[src/rtl/core/helix_border_interval_query_defines.svh]
// ----------------------------------------------------------------------------
// Assertion macros for the helix border interval query block
// Implication, next-cycle implication and never-true checks on one clock.
// ----------------------------------------------------------------------------
`ifndef HELIX_BORDER_INTERVAL_QUERY_DEFINES_SVH
`define HELIX_BORDER_INTERVAL_QUERY_DEFINES_SVH

`ifndef NO_ASSERTIONS

`define HBIQ_ASSERT_IMPL(name, clk, rst_n, ante, cons, msg) \
    name: assert property (@(posedge clk) disable iff (!rst_n) (ante) |-> (cons)) \
        else $error(msg);

`define HBIQ_ASSERT_NEXT(name, clk, rst_n, ante, cons, msg) \
    name: assert property (@(posedge clk) disable iff (!rst_n) (ante) |=> (cons)) \
        else $error(msg);

`define HBIQ_ASSERT_NEVER(name, clk, rst_n, cond, msg) \
    name: assert property (@(posedge clk) disable iff (!rst_n) !(cond)) \
        else $error(msg);

`else

`define HBIQ_ASSERT_IMPL(name, clk, rst_n, ante, cons, msg)
`define HBIQ_ASSERT_NEXT(name, clk, rst_n, ante, cons, msg)
`define HBIQ_ASSERT_NEVER(name, clk, rst_n, cond, msg)

`endif

`endif

[src/rtl/core/hbiq_pkg.sv]
// ----------------------------------------------------------------------------
// hbiq_pkg
// Field widths, codes, item types and controller/datapath interface structs.
// ----------------------------------------------------------------------------
package hbiq_pkg;

    localparam int REQ_W     = 2;
    localparam int POS_W     = 10;
    localparam int MARK_W    = 2;
    localparam int LEN_W     = 11;
    localparam int IDX_W     = 11;
    localparam int CFG_IDX_W = 1;

    localparam logic [REQ_W-1:0] REQ_WRITE   = 2'd0;
    localparam logic [REQ_W-1:0] REQ_INSIDE  = 2'd1;
    localparam logic [REQ_W-1:0] REQ_OUTSIDE = 2'd2;

    localparam logic [MARK_W-1:0] MARK_NONE  = 2'd0;
    localparam logic [MARK_W-1:0] MARK_LEFT  = 2'd1;
    localparam logic [MARK_W-1:0] MARK_RIGHT = 2'd2;

    localparam logic [CFG_IDX_W-1:0] CFG_PROFILE_LENGTH = 1'd0;
    localparam logic [CFG_IDX_W-1:0] CFG_HELIX_LENGTH   = 1'd1;

    localparam logic [LEN_W-1:0] PROFILE_LENGTH_RST = 11'd1024;
    localparam logic [LEN_W-1:0] HELIX_LENGTH_RST   = 11'd1024;

    typedef struct packed {
        logic [REQ_W-1:0]  req_type;
        logic [POS_W-1:0]  position;
        logic [MARK_W-1:0] mark;
    } request_t;

    typedef struct packed {
        logic             found;
        logic [POS_W-1:0] first_pos;
        logic [POS_W-1:0] last_pos;
        logic             inconsistent;
    } result_t;

    typedef enum logic [2:0] {
        FS_KEEP,
        FS_POS,
        FS_HIT,
        FS_HIT_INC,
        FS_ZERO
    } first_sel_t;

    typedef enum logic [2:0] {
        LS_ZERO,
        LS_POS,
        LS_HIT,
        LS_HIT_DEC,
        LS_LIM_DEC
    } last_sel_t;

    typedef struct packed {
        logic       clr_step;
        logic       load;
        logic       wr;
        logic       rd_pos;
        logic       scan_start;
        logic       scan_fwd;
        logic       scan_left;
        logic       scan_right;
        logic       scan;
        logic       emit;
        logic       found;
        logic       incons;
        first_sel_t first_sel;
        last_sel_t  last_sel;
    } cmd_t;

    typedef struct packed {
        logic              clr_last;
        logic              query_inside;
        logic              in_range;
        logic              scan_done;
        logic              scan_hit;
        logic [MARK_W-1:0] mark;
    } stat_t;

endpackage

[src/rtl/core/helix_border_interval_query.sv]
// ----------------------------------------------------------------------------
// helix_border_interval_query
// Write items are done at accept; the next item is accepted in the following cycle.
// A query out of range raises done after the range check; otherwise the mark at its
// position is read and, where needed, the table is scanned below min(profile_length, DEPTH).
// busy falls with done, so the next item is taken at the edge that ends done.
// After reset busy stays high while the table is cleared;
// done is a one-cycle strobe and cannot be stalled.
// ----------------------------------------------------------------------------
module helix_border_interval_query #(
    parameter int DEPTH = 1024
) (
    input  logic                             clk,
    input  logic                             rst_n,
    input  logic                             start,
    output logic                             busy,
    input  hbiq_pkg::request_t               request,
    output logic                             done,
    output hbiq_pkg::result_t                result,
    input  logic                             cfg_we,
    input  logic [hbiq_pkg::CFG_IDX_W-1:0]   cfg_index,
    input  logic [hbiq_pkg::LEN_W-1:0]       cfg_data
);

    hbiq_pkg::cmd_t  cmd;
    hbiq_pkg::stat_t stat;

    hbiq_ctrl u_ctrl (
        .clk      (clk),
        .rst_n    (rst_n),
        .start    (start),
        .req_type (request.req_type),
        .stat     (stat),
        .busy     (busy),
        .cmd      (cmd)
    );

    hbiq_datapath #(
        .DEPTH (DEPTH)
    ) u_datapath (
        .clk       (clk),
        .rst_n     (rst_n),
        .request   (request),
        .cfg_we    (cfg_we),
        .cfg_index (cfg_index),
        .cfg_data  (cfg_data),
        .cmd       (cmd),
        .stat      (stat),
        .done      (done),
        .result    (result)
    );

endmodule

[src/rtl/core/hbiq_datapath.sv]
// ----------------------------------------------------------------------------
// hbiq_datapath
// Mark table, config registers, scan address/tag pipeline and result register.
// ----------------------------------------------------------------------------
`include "helix_border_interval_query_defines.svh"

module hbiq_datapath #(
    parameter int DEPTH = 1024
) (
    input  logic                                clk,
    input  logic                                rst_n,
    input  hbiq_pkg::request_t                  request,
    input  logic                                cfg_we,
    input  logic [hbiq_pkg::CFG_IDX_W-1:0]      cfg_index,
    input  logic [hbiq_pkg::LEN_W-1:0]          cfg_data,
    input  hbiq_pkg::cmd_t                      cmd,
    output hbiq_pkg::stat_t                     stat,
    output logic                                done,
    output hbiq_pkg::result_t                   result
);

    localparam int AW      = $clog2(DEPTH);
    localparam int IW      = hbiq_pkg::IDX_W;
    localparam int PW      = hbiq_pkg::POS_W;
    localparam int MW      = hbiq_pkg::MARK_W;
    localparam int XW      = AW + IW;
    localparam int LIM_CAP = (DEPTH > (2 ** hbiq_pkg::LEN_W) - 1) ?
                             (2 ** hbiq_pkg::LEN_W) - 1 : DEPTH;

    logic [hbiq_pkg::LEN_W-1:0]  profile_length_reg;
    logic [hbiq_pkg::LEN_W-1:0]  helix_length_reg;
    logic [hbiq_pkg::REQ_W-1:0]  req_reg;
    logic [PW-1:0]               pos_reg;
    logic [AW-1:0]               clr_cnt_reg;
    logic [IW-1:0]               idx_reg;
    logic                        back_more_reg;
    logic                        scan_fwd_reg;
    logic                        scan_left_reg;
    logic                        scan_right_reg;
    logic                        rd_pend_reg;
    logic [IW-1:0]               rd_idx_reg;
    logic                        rd_in_mem_reg;
    logic [MW-1:0]               rdata_reg;
    logic [PW-1:0]               first_reg;
    logic                        done_reg;
    hbiq_pkg::result_t           result_reg;

    logic [MW-1:0]               mem [DEPTH];

    logic [IW-1:0]               lim;
    logic [IW-1:0]               lim_dec;
    logic [IW-1:0]               pos_ext;
    logic [MW-1:0]               mark_eff;
    logic                        hit;
    logic                        can_issue;
    logic                        issue;
    logic                        re_any;
    logic [IW-1:0]               rd_idx;
    logic                        rd_in;
    logic [XW-1:0]               rd_ext;
    logic [XW-1:0]               wr_ext;
    logic                        wr_in;
    logic                        mem_we;
    logic                        mem_re;
    logic [AW-1:0]               mem_waddr;
    logic [AW-1:0]               mem_raddr;
    logic [MW-1:0]               mem_wdata;
    logic [PW-1:0]               hit_pos;
    logic [PW-1:0]               first_mux;
    logic [PW-1:0]               last_mux;

    // scan limit is the smaller of profile_length and the table depth
    assign lim     = (profile_length_reg < IW'(LIM_CAP)) ? profile_length_reg : IW'(LIM_CAP);
    assign lim_dec = lim - IW'(1);
    assign pos_ext = IW'(pos_reg);

    assign mark_eff  = rd_in_mem_reg ? rdata_reg : hbiq_pkg::MARK_NONE;
    assign hit       = rd_pend_reg &&
                       ((scan_left_reg && (mark_eff == hbiq_pkg::MARK_LEFT)) ||
                        (scan_right_reg && (mark_eff == hbiq_pkg::MARK_RIGHT)));
    assign can_issue = scan_fwd_reg ? (idx_reg < lim) : back_more_reg;
    assign issue     = cmd.scan && !cmd.scan_start && !hit && can_issue;

    // one table read per cycle; entries past the table read as no border
    assign re_any    = cmd.rd_pos || issue;
    assign rd_idx    = cmd.rd_pos ? pos_ext : idx_reg;
    assign rd_in     = 32'(rd_idx) < DEPTH;
    assign rd_ext    = XW'(rd_idx);
    assign mem_raddr = rd_ext[AW-1:0];
    assign mem_re    = re_any && rd_in;

    assign wr_ext    = XW'(request.position);
    assign wr_in     = 32'(request.position) < DEPTH;
    assign mem_we    = cmd.clr_step || (cmd.wr && wr_in);
    assign mem_waddr = cmd.clr_step ? clr_cnt_reg : wr_ext[AW-1:0];
    assign mem_wdata = cmd.clr_step ? hbiq_pkg::MARK_NONE : request.mark;

    assign hit_pos   = rd_idx_reg[PW-1:0];

    always_comb
    begin
        unique case (cmd.first_sel)
            hbiq_pkg::FS_KEEP:    first_mux = first_reg;
            hbiq_pkg::FS_POS:     first_mux = pos_reg;
            hbiq_pkg::FS_HIT:     first_mux = hit_pos;
            hbiq_pkg::FS_HIT_INC: first_mux = hit_pos + PW'(1);
            hbiq_pkg::FS_ZERO:    first_mux = '0;
            default:              first_mux = '0;
        endcase
    end

    always_comb
    begin
        unique case (cmd.last_sel)
            hbiq_pkg::LS_ZERO:    last_mux = '0;
            hbiq_pkg::LS_POS:     last_mux = pos_reg;
            hbiq_pkg::LS_HIT:     last_mux = hit_pos;
            hbiq_pkg::LS_HIT_DEC: last_mux = hit_pos - PW'(1);
            hbiq_pkg::LS_LIM_DEC: last_mux = lim_dec[PW-1:0];
            default:              last_mux = '0;
        endcase
    end

    always_comb
    begin
        stat.clr_last     = (clr_cnt_reg == AW'(DEPTH - 1));
        stat.query_inside = (req_reg == hbiq_pkg::REQ_INSIDE);
        stat.in_range     = (pos_ext < lim) && (pos_ext < helix_length_reg);
        stat.scan_done    = hit || (!rd_pend_reg && !can_issue);
        stat.scan_hit     = hit;
        stat.mark         = mark_eff;
    end

    always_ff @(posedge clk)
    begin
        if (mem_we)
        begin
            mem[mem_waddr] <= mem_wdata;
        end
        if (mem_re)
        begin
            rdata_reg <= mem[mem_raddr];
        end
    end

    always_ff @(posedge clk or negedge rst_n)
    begin
        if (!rst_n)
        begin
            profile_length_reg <= hbiq_pkg::PROFILE_LENGTH_RST;
            helix_length_reg   <= hbiq_pkg::HELIX_LENGTH_RST;
            clr_cnt_reg        <= '0;
            rd_pend_reg        <= 1'b0;
            done_reg           <= 1'b0;
        end
        else
        begin
            if (cfg_we && (cfg_index == hbiq_pkg::CFG_PROFILE_LENGTH))
            begin
                profile_length_reg <= cfg_data;
            end
            if (cfg_we && (cfg_index == hbiq_pkg::CFG_HELIX_LENGTH))
            begin
                helix_length_reg <= cfg_data;
            end
            if (cmd.clr_step)
            begin
                clr_cnt_reg <= clr_cnt_reg + AW'(1);
            end
            rd_pend_reg <= cmd.rd_pos || issue;
            done_reg    <= cmd.emit;
        end
    end

    always_ff @(posedge clk)
    begin
        if (cmd.load)
        begin
            req_reg <= request.req_type;
            pos_reg <= request.position;
        end
        if (cmd.scan_start)
        begin
            scan_fwd_reg   <= cmd.scan_fwd;
            scan_left_reg  <= cmd.scan_left;
            scan_right_reg <= cmd.scan_right;
            idx_reg        <= cmd.scan_fwd ? pos_ext + IW'(1) : pos_ext - IW'(1);
            back_more_reg  <= (pos_reg != '0);
        end
        else if (issue)
        begin
            if (scan_fwd_reg)
            begin
                idx_reg <= idx_reg + IW'(1);
            end
            else if (idx_reg == '0)
            begin
                back_more_reg <= 1'b0;
            end
            else
            begin
                idx_reg <= idx_reg - IW'(1);
            end
        end
        if (re_any)
        begin
            rd_idx_reg    <= rd_idx;
            rd_in_mem_reg <= rd_in;
        end
        if (cmd.first_sel != hbiq_pkg::FS_KEEP)
        begin
            first_reg <= first_mux;
        end
        if (cmd.emit)
        begin
            result_reg.found        <= cmd.found;
            result_reg.first_pos    <= cmd.found ? first_mux : '0;
            result_reg.last_pos     <= cmd.found ? last_mux : '0;
            result_reg.inconsistent <= cmd.incons;
        end
    end

    assign done   = done_reg;
    assign result = result_reg;

    `HBIQ_ASSERT_IMPL(a_found_not_incons, clk, rst_n, done_reg && result_reg.found, !result_reg.inconsistent, "found result flagged inconsistent")
    `HBIQ_ASSERT_IMPL(a_miss_zero_pos, clk, rst_n, done_reg && !result_reg.found, (result_reg.first_pos == '0) && (result_reg.last_pos == '0), "not-found result has nonzero bounds")
    `HBIQ_ASSERT_NEVER(a_mem_one_port, clk, rst_n, mem_we && mem_re, "table read and write in one cycle")

endmodule

[src/rtl/core/hbiq_ctrl.sv]
// ----------------------------------------------------------------------------
// hbiq_ctrl
// Sequencer: clearing pass, item accept, range check, mark lookup and the scan phases.
// ----------------------------------------------------------------------------
`include "helix_border_interval_query_defines.svh"

module hbiq_ctrl (
    input  logic                             clk,
    input  logic                             rst_n,
    input  logic                             start,
    input  logic [hbiq_pkg::REQ_W-1:0]       req_type,
    input  hbiq_pkg::stat_t                  stat,
    output logic                             busy,
    output hbiq_pkg::cmd_t                   cmd
);

    typedef enum logic [3:0] {
        ST_CLEAR,
        ST_IDLE,
        ST_CHECK,
        ST_LOOK,
        ST_IL_FWD,
        ST_IR_BACK,
        ST_IN_BACK,
        ST_IN_FWD,
        ST_OUT_BACK,
        ST_OUT_FWD
    } state_t;

    state_t state_reg;
    state_t state_next;
    logic   busy_reg;

    always_comb
    begin
        state_next    = state_reg;
        cmd           = '0;
        cmd.first_sel = hbiq_pkg::FS_KEEP;
        cmd.last_sel  = hbiq_pkg::LS_ZERO;
        unique case (state_reg)
            ST_CLEAR:
            begin
                cmd.clr_step = 1'b1;
                if (stat.clr_last)
                begin
                    state_next = ST_IDLE;
                end
            end
            ST_IDLE:
            begin
                if (start)
                begin
                    cmd.load = 1'b1;
                    if (req_type == hbiq_pkg::REQ_WRITE)
                    begin
                        cmd.wr = 1'b1;
                    end
                    else if ((req_type == hbiq_pkg::REQ_INSIDE) ||
                             (req_type == hbiq_pkg::REQ_OUTSIDE))
                    begin
                        state_next = ST_CHECK;
                    end
                end
            end
            ST_CHECK:
            begin
                cmd.rd_pos = 1'b1;
                if (!stat.in_range)
                begin
                    cmd.emit   = 1'b1;
                    state_next = ST_IDLE;
                end
                else
                begin
                    state_next = ST_LOOK;
                end
            end
            ST_LOOK:
            begin
                if (stat.query_inside)
                begin
                    cmd.scan_start = 1'b1;
                    if (stat.mark == hbiq_pkg::MARK_LEFT)
                    begin
                        cmd.scan_fwd   = 1'b1;
                        cmd.scan_right = 1'b1;
                        state_next     = ST_IL_FWD;
                    end
                    else if (stat.mark == hbiq_pkg::MARK_RIGHT)
                    begin
                        cmd.scan_left = 1'b1;
                        state_next    = ST_IR_BACK;
                    end
                    else
                    begin
                        cmd.scan_left  = 1'b1;
                        cmd.scan_right = 1'b1;
                        state_next     = ST_IN_BACK;
                    end
                end
                else if ((stat.mark == hbiq_pkg::MARK_LEFT) ||
                         (stat.mark == hbiq_pkg::MARK_RIGHT))
                begin
                    cmd.emit   = 1'b1;
                    state_next = ST_IDLE;
                end
                else
                begin
                    cmd.scan_start = 1'b1;
                    cmd.scan_left  = 1'b1;
                    cmd.scan_right = 1'b1;
                    state_next     = ST_OUT_BACK;
                end
            end
            ST_IL_FWD:
            begin
                cmd.scan = 1'b1;
                if (stat.scan_done)
                begin
                    cmd.emit   = 1'b1;
                    cmd.found  = stat.scan_hit;
                    cmd.incons = !stat.scan_hit;
                    cmd.first_sel = hbiq_pkg::FS_POS;
                    cmd.last_sel  = hbiq_pkg::LS_HIT;
                    state_next = ST_IDLE;
                end
            end
            ST_IR_BACK:
            begin
                cmd.scan = 1'b1;
                if (stat.scan_done)
                begin
                    cmd.emit   = 1'b1;
                    cmd.found  = stat.scan_hit;
                    cmd.incons = !stat.scan_hit;
                    cmd.first_sel = hbiq_pkg::FS_HIT;
                    cmd.last_sel  = hbiq_pkg::LS_POS;
                    state_next = ST_IDLE;
                end
            end
            ST_IN_BACK:
            begin
                cmd.scan = 1'b1;
                if (stat.scan_done)
                begin
                    // left border behind us: look ahead for its right partner
                    if (stat.scan_hit && (stat.mark == hbiq_pkg::MARK_LEFT))
                    begin
                        cmd.first_sel  = hbiq_pkg::FS_HIT;
                        cmd.scan_start = 1'b1;
                        cmd.scan_fwd   = 1'b1;
                        cmd.scan_left  = 1'b1;
                        cmd.scan_right = 1'b1;
                        state_next     = ST_IN_FWD;
                    end
                    else
                    begin
                        cmd.emit   = 1'b1;
                        state_next = ST_IDLE;
                    end
                end
            end
            ST_IN_FWD:
            begin
                cmd.scan = 1'b1;
                if (stat.scan_done)
                begin
                    cmd.emit     = 1'b1;
                    cmd.found    = stat.scan_hit && (stat.mark == hbiq_pkg::MARK_RIGHT);
                    cmd.incons   = !(stat.scan_hit && (stat.mark == hbiq_pkg::MARK_RIGHT));
                    cmd.last_sel = hbiq_pkg::LS_HIT;
                    state_next   = ST_IDLE;
                end
            end
            ST_OUT_BACK:
            begin
                cmd.scan = 1'b1;
                if (stat.scan_done)
                begin
                    if (stat.scan_hit && (stat.mark == hbiq_pkg::MARK_LEFT))
                    begin
                        cmd.emit   = 1'b1;
                        state_next = ST_IDLE;
                    end
                    else
                    begin
                        // gap starts after a right border, or at 0
                        cmd.first_sel  = stat.scan_hit ? hbiq_pkg::FS_HIT_INC :
                                                         hbiq_pkg::FS_ZERO;
                        cmd.scan_start = 1'b1;
                        cmd.scan_fwd   = 1'b1;
                        cmd.scan_left  = 1'b1;
                        cmd.scan_right = 1'b1;
                        state_next     = ST_OUT_FWD;
                    end
                end
            end
            ST_OUT_FWD:
            begin
                cmd.scan = 1'b1;
                if (stat.scan_done)
                begin
                    cmd.emit = 1'b1;
                    if (stat.scan_hit && (stat.mark == hbiq_pkg::MARK_RIGHT))
                    begin
                        cmd.incons = 1'b1;
                    end
                    else
                    begin
                        cmd.found    = 1'b1;
                        cmd.last_sel = stat.scan_hit ? hbiq_pkg::LS_HIT_DEC :
                                                       hbiq_pkg::LS_LIM_DEC;
                    end
                    state_next = ST_IDLE;
                end
            end
            default:
            begin
                state_next = ST_IDLE;
            end
        endcase
    end

    always_ff @(posedge clk or negedge rst_n)
    begin
        if (!rst_n)
        begin
            state_reg <= ST_CLEAR;
            busy_reg  <= 1'b1;
        end
        else
        begin
            state_reg <= state_next;
            busy_reg  <= (state_next != ST_IDLE);
        end
    end

    assign busy = busy_reg;

    `HBIQ_ASSERT_NEXT(a_emit_to_idle, clk, rst_n, cmd.emit, state_reg == ST_IDLE, "result emitted without returning to idle")
    `HBIQ_ASSERT_IMPL(a_check_from_idle, clk, rst_n, state_reg == ST_CHECK, $past(state_reg) == ST_IDLE, "range check entered not from idle")
    `HBIQ_ASSERT_NEXT(a_query_busy, clk, rst_n, start && !busy && ((req_type == hbiq_pkg::REQ_INSIDE) || (req_type == hbiq_pkg::REQ_OUTSIDE)), busy, "accepted query did not raise busy")

endmodule

[config.mk]
export PLATFORM = sky130hd
export DESIGN_NAME = helix_border_interval_query
export DESIGN_NICKNAME = d
export VERILOG_FILES = /design/src/rtl/core/hbiq_pkg.sv /design/src/rtl/core/helix_border_interval_query.sv /design/src/rtl/core/hbiq_datapath.sv /design/src/rtl/core/hbiq_ctrl.sv
export VERILOG_INCLUDE_DIRS = /design/src /design/src/rtl/core
export SDC_FILE = /design/constraint.sdc
export NUM_CORES = 2
export LEC_CHECK = 0
export ABC_AREA = 1
export BUFFER_PORTS_ARGS = -buffer_cell sky130_fd_sc_hd__buf_4
export CORE_ASPECT_RATIO = 0.7
export CORE_MARGIN = 5
export CORE_UTILIZATION = 40
export CTS_CLUSTER_DIAMETER = 100
export DETAILED_ROUTE_END_ITERATION = 10
export PLACE_DENSITY = 0.54
export SLEW_MARGIN = 20
export SYNTH_ARGS = -nofsm -noshare
export SYNTH_HDL_FRONTEND = slang
export SYNTH_HIERARCHICAL = 1
export SYNTH_SLANG_ARGS = --single-unit
[constraint.sdc]
create_clock -name clk -period 29.4 [get_ports clk]
set_input_delay 5.88 -clock clk [delete_from_list [all_inputs] [get_ports clk]]
set_output_delay 5.88 -clock clk [all_outputs]
set_load 0.02 [all_outputs]
==> impl_metrics.yaml <==
flow_run:
  maxCapViolations: 0
synth:
  avgSynthCellArea_um2: 9.855
  synthDominantCellAreaShare_pct: 64.56
  synth.ff_latch_count: 2159
  synthDistinctLibCells: 50
  yosys_most_used_dff: "edfxtp_1"
  synth-async-reset-ratio_pct: 1.806
  synth_edf_count: 2120
  yosys-top-cells-area: "edfxtp_1 (65%), nand2_1 (9.6%), nand3_1 (7.5%), inv_1 (4.8%), nor2_1 (4.5%)"
  synth_largest_area_cell: "edfxtp_1"
  yosysSeqAreaShare_pct: 65.56
  syn_inst: 10005
  synth_area_mm2: 0.09860
  ys_warn_count: 6
  synth_nets: 10089
route:
  finalWirelength_um: 296300
  dr_total_vias: 70084
  wl_per_cell_um: 22.52
  ant_nets: 0
  first_pass_iters: 6
  drtIter0Drc: 8954
  vias_per_cell: 5.327
  drc: 0
cells_and_area:
  design_area_mm2: 0.1083
  syn2layout_area_growth_pct: 9.881
  largest_reg_flops: 2048
  stdcell_count: 13156
  nNetsFinal: 9841
  n_fill_cell: 23394
  fin_util_pct: 44.20
  drive_above_1_share_pct: 5.565
die:
  rows: 152
  io_pins: 54
  die_area_mm2: 0.2567
  initial_core_util_pct: 40.22
  core_area_mm2: 0.2451
  die_h_um: 425.4
  die_x_um: 603.4
timing:
  tns_ns: 0
  skew_ns: 0.04593
  fin_crit_sh_pct: 30.57
  fmax_mhz: 111.2
  setup_viol_count_final: 0
  hold_viol: 0
  timing.final.crit_period_ns: 8.989
  rsz0062_at_grt: "no"
  hold_ws_ns: 0.4712
  tightest_slew_ns: 1.328
  slew_viol_final: 0
  timing.final.ws_setup_ns: 20.41
  relSlewSlack_pct: 10.89
clock_network:
  cts_tree: "yes"
  ctsRootBufferMaster: "clkbuf_16"
  clock_latency_ns: 0.88
  post_cts_buffers: 0
  h-tree-depth: 4
  cts_resized: 0
  numCtsBuffers: 212
  hold_buffers: 0
  clockBufferDepth: 4
  cts.sinks: 2159
  path_clk_slew_ns: 0.06
power_and_ir_drop:
  p_leak_nw: 41.72
  peakVddDrop_mv: 0.06820
  powerDensity_mw_per_mm2: 78.34
  total_power_mw: 8.488
place:
  gp_congestion: 0.8542
  dp.cells: 12777
  dpl_cell_area_mm2: 0.1017
  port_buffers: 53
  pre_cts_ws_ns: 19.62
  dpl.hpwl_um: 160200
critical_path:
  r2r_cells: 21
  crit_buf_inv: 6
  crit_fanout: 204
  cp_top_family: "buffers and inverters"
  worstSetupPathType: "primary input to register"
  crit_chain: "buf_4 > inv_1 > nor2_4 > buf_4 > buf_12 > buf_12 > buf_4"
  cp_slowest_cell: "buf_4"
  startpoint_type: "primary input"
  crit_required_ns: 29.92
  critPathMaxStageDelay_ns: 0.93
  cp.depth: 7
  worstPathArrival_ns: 9.51
  endpoint_kind: "register"
  reg2reg_slack_ns: 21.47
  crit_top_cell: "buf_4"
grt:
  grt_pass1_vias: 65915
  grt_usage_pct: 22.57
  grt_use_met2_pct: 33.83
  grt-ovfl-total: 0
  met1_usage_pct: 34.45
  grt_pass1_wl_um: 433400
  antenna_found_initial: 19
  grt_max_degree: 257
  use_met3_pct: 3.702
  gr-max-usage-layer: "met1"
run_status:
  outcome: "complete, no violations"
min_path:
  min_path_cells: 1
  hp-class: "register to register"
worst register-to-register path, cell delays in order, from the launching register on:
cell,delay [ns]
dfrtp_1,0.45
nor2_1,0.32
nand2_1,0.14
inv_1,0.07
buf_4,0.38
nand2_2,0.61
buf_4,0.53
nand2_8,0.64
buf_4,0.84
buf_4,0.82
buf_4,0.84
nand2_1,0.15
o211ai_1,0.13
nand3_1,0.11
nand3_1,0.14
nand3_1,0.12
nand3_1,0.31
nand3_1,0.22
nand3_1,0.20
nand3_1,0.22
nand3_1,0.17
nand2_1,0.21
worst paths after layout:
path	from	end
setup reg to reg	u_ctrl/state_reg[3]	u_datapath/rdata_reg[1]
hold / removal	u_datapath/clr_cnt_reg[8]	u_datapath/clr_cnt_reg[8]
max in group asynchronous	rst_n	u_datapath/profile_length_reg[10]
setup / recovery	request[0]	u_datapath/mem[452][0]
min in group asynchronous	rst_n	u_ctrl/state_reg[3]
hold reg to reg	u_datapath/clr_cnt_reg[8]	u_datapath/clr_cnt_reg[8]
cell families (layout without fill, tap and decap cells):
group	after synthesis	after routing	synth area share (%)
AOI/OAI and AO/OA	565	565	3.554
xor gates and xnor gates	16	16	0.1421
adders and majority gates	54	54	0.7004
buffers and inverters	1939	1853	7.899
DFF	2159	2159	65.56
other	0	3	0
and+or+nand+nor	5272	5272	22.15
where the power goes:
group,internal (mW),total (mW),switching [mW]
combinational,0.374,2.09,1.72
sequential,3.70,3.72,0.0253
clock,1.50,2.67,1.17
total,5.58,8.49,2.91
cells in the mapped netlist, drive strengths merged, types with 6 or more instances:
cell type	n
nand2	2532
nand3b	18
a31oi	18
dfrtp	36
o21ai	250
or2	6
xor2	13
clkbuf	250
edfxtp	2120
buf	409
ha	52
nand4	7
a21oi	43
nand3	1487
nor2	1191
o211ai	231
inv	1278
nor3	27
layout make-up:
class	instances	area, µm²	area share (%)
Clock buffer	273	5649	5.214
Multi-Input combinational cell	5907	26630	24.58
Timing Repair Buffer	197	1617	1.492
Antenna cell	3	7.507	0.006929
Sequential cell	2159	64640	59.66
Inverter	1280	4818	4.447
Tap cell	3234	4046	3.735
Clock inverter	103	934.6	0.8626
per-layer routing:
metal | part of all wire [%] | wire (µm) | vias up
li1 | - | - | 32571
met1 | 46 | 134800 | 34079
met2 | 42 | 125800 | 3038
met3 | 9.9 | 29250 | 396
met4 | 2.1 | 6368 | 0
met5 | 0 | 0 | -
layout by cell type (no fill, tap or decap), types with 13 or more instances in the layout:
| cell | count |
|---|---|
| edfxtp_1 | 2120 |
| clkbuf_16 | 216 |
| dfrtp_1 | 36 |
| a21oi_1 | 43 |
| nand3_1 | 1472 |
| buf_4 | 186 |
| o21ai_1 | 23 |
| nor3_1 | 25 |
| bufinv_16 | 18 |
| nor2_1 | 1184 |
| o211ai_1 | 231 |
| inv_1 | 1270 |
| nand2_4 | 20 |
| clkinv_1 | 50 |
| clkbuf_1 | 54 |
| o21ai_0 | 219 |
| a31oi_1 | 18 |
| nand3b_1 | 18 |
| clkinv_2 | 31 |
| xor2_1 | 13 |
| nand2_1 | 2501 |
| nand3_4 | 13 |
| ha_1 | 52 |
(Power assumes the default switching activity.)
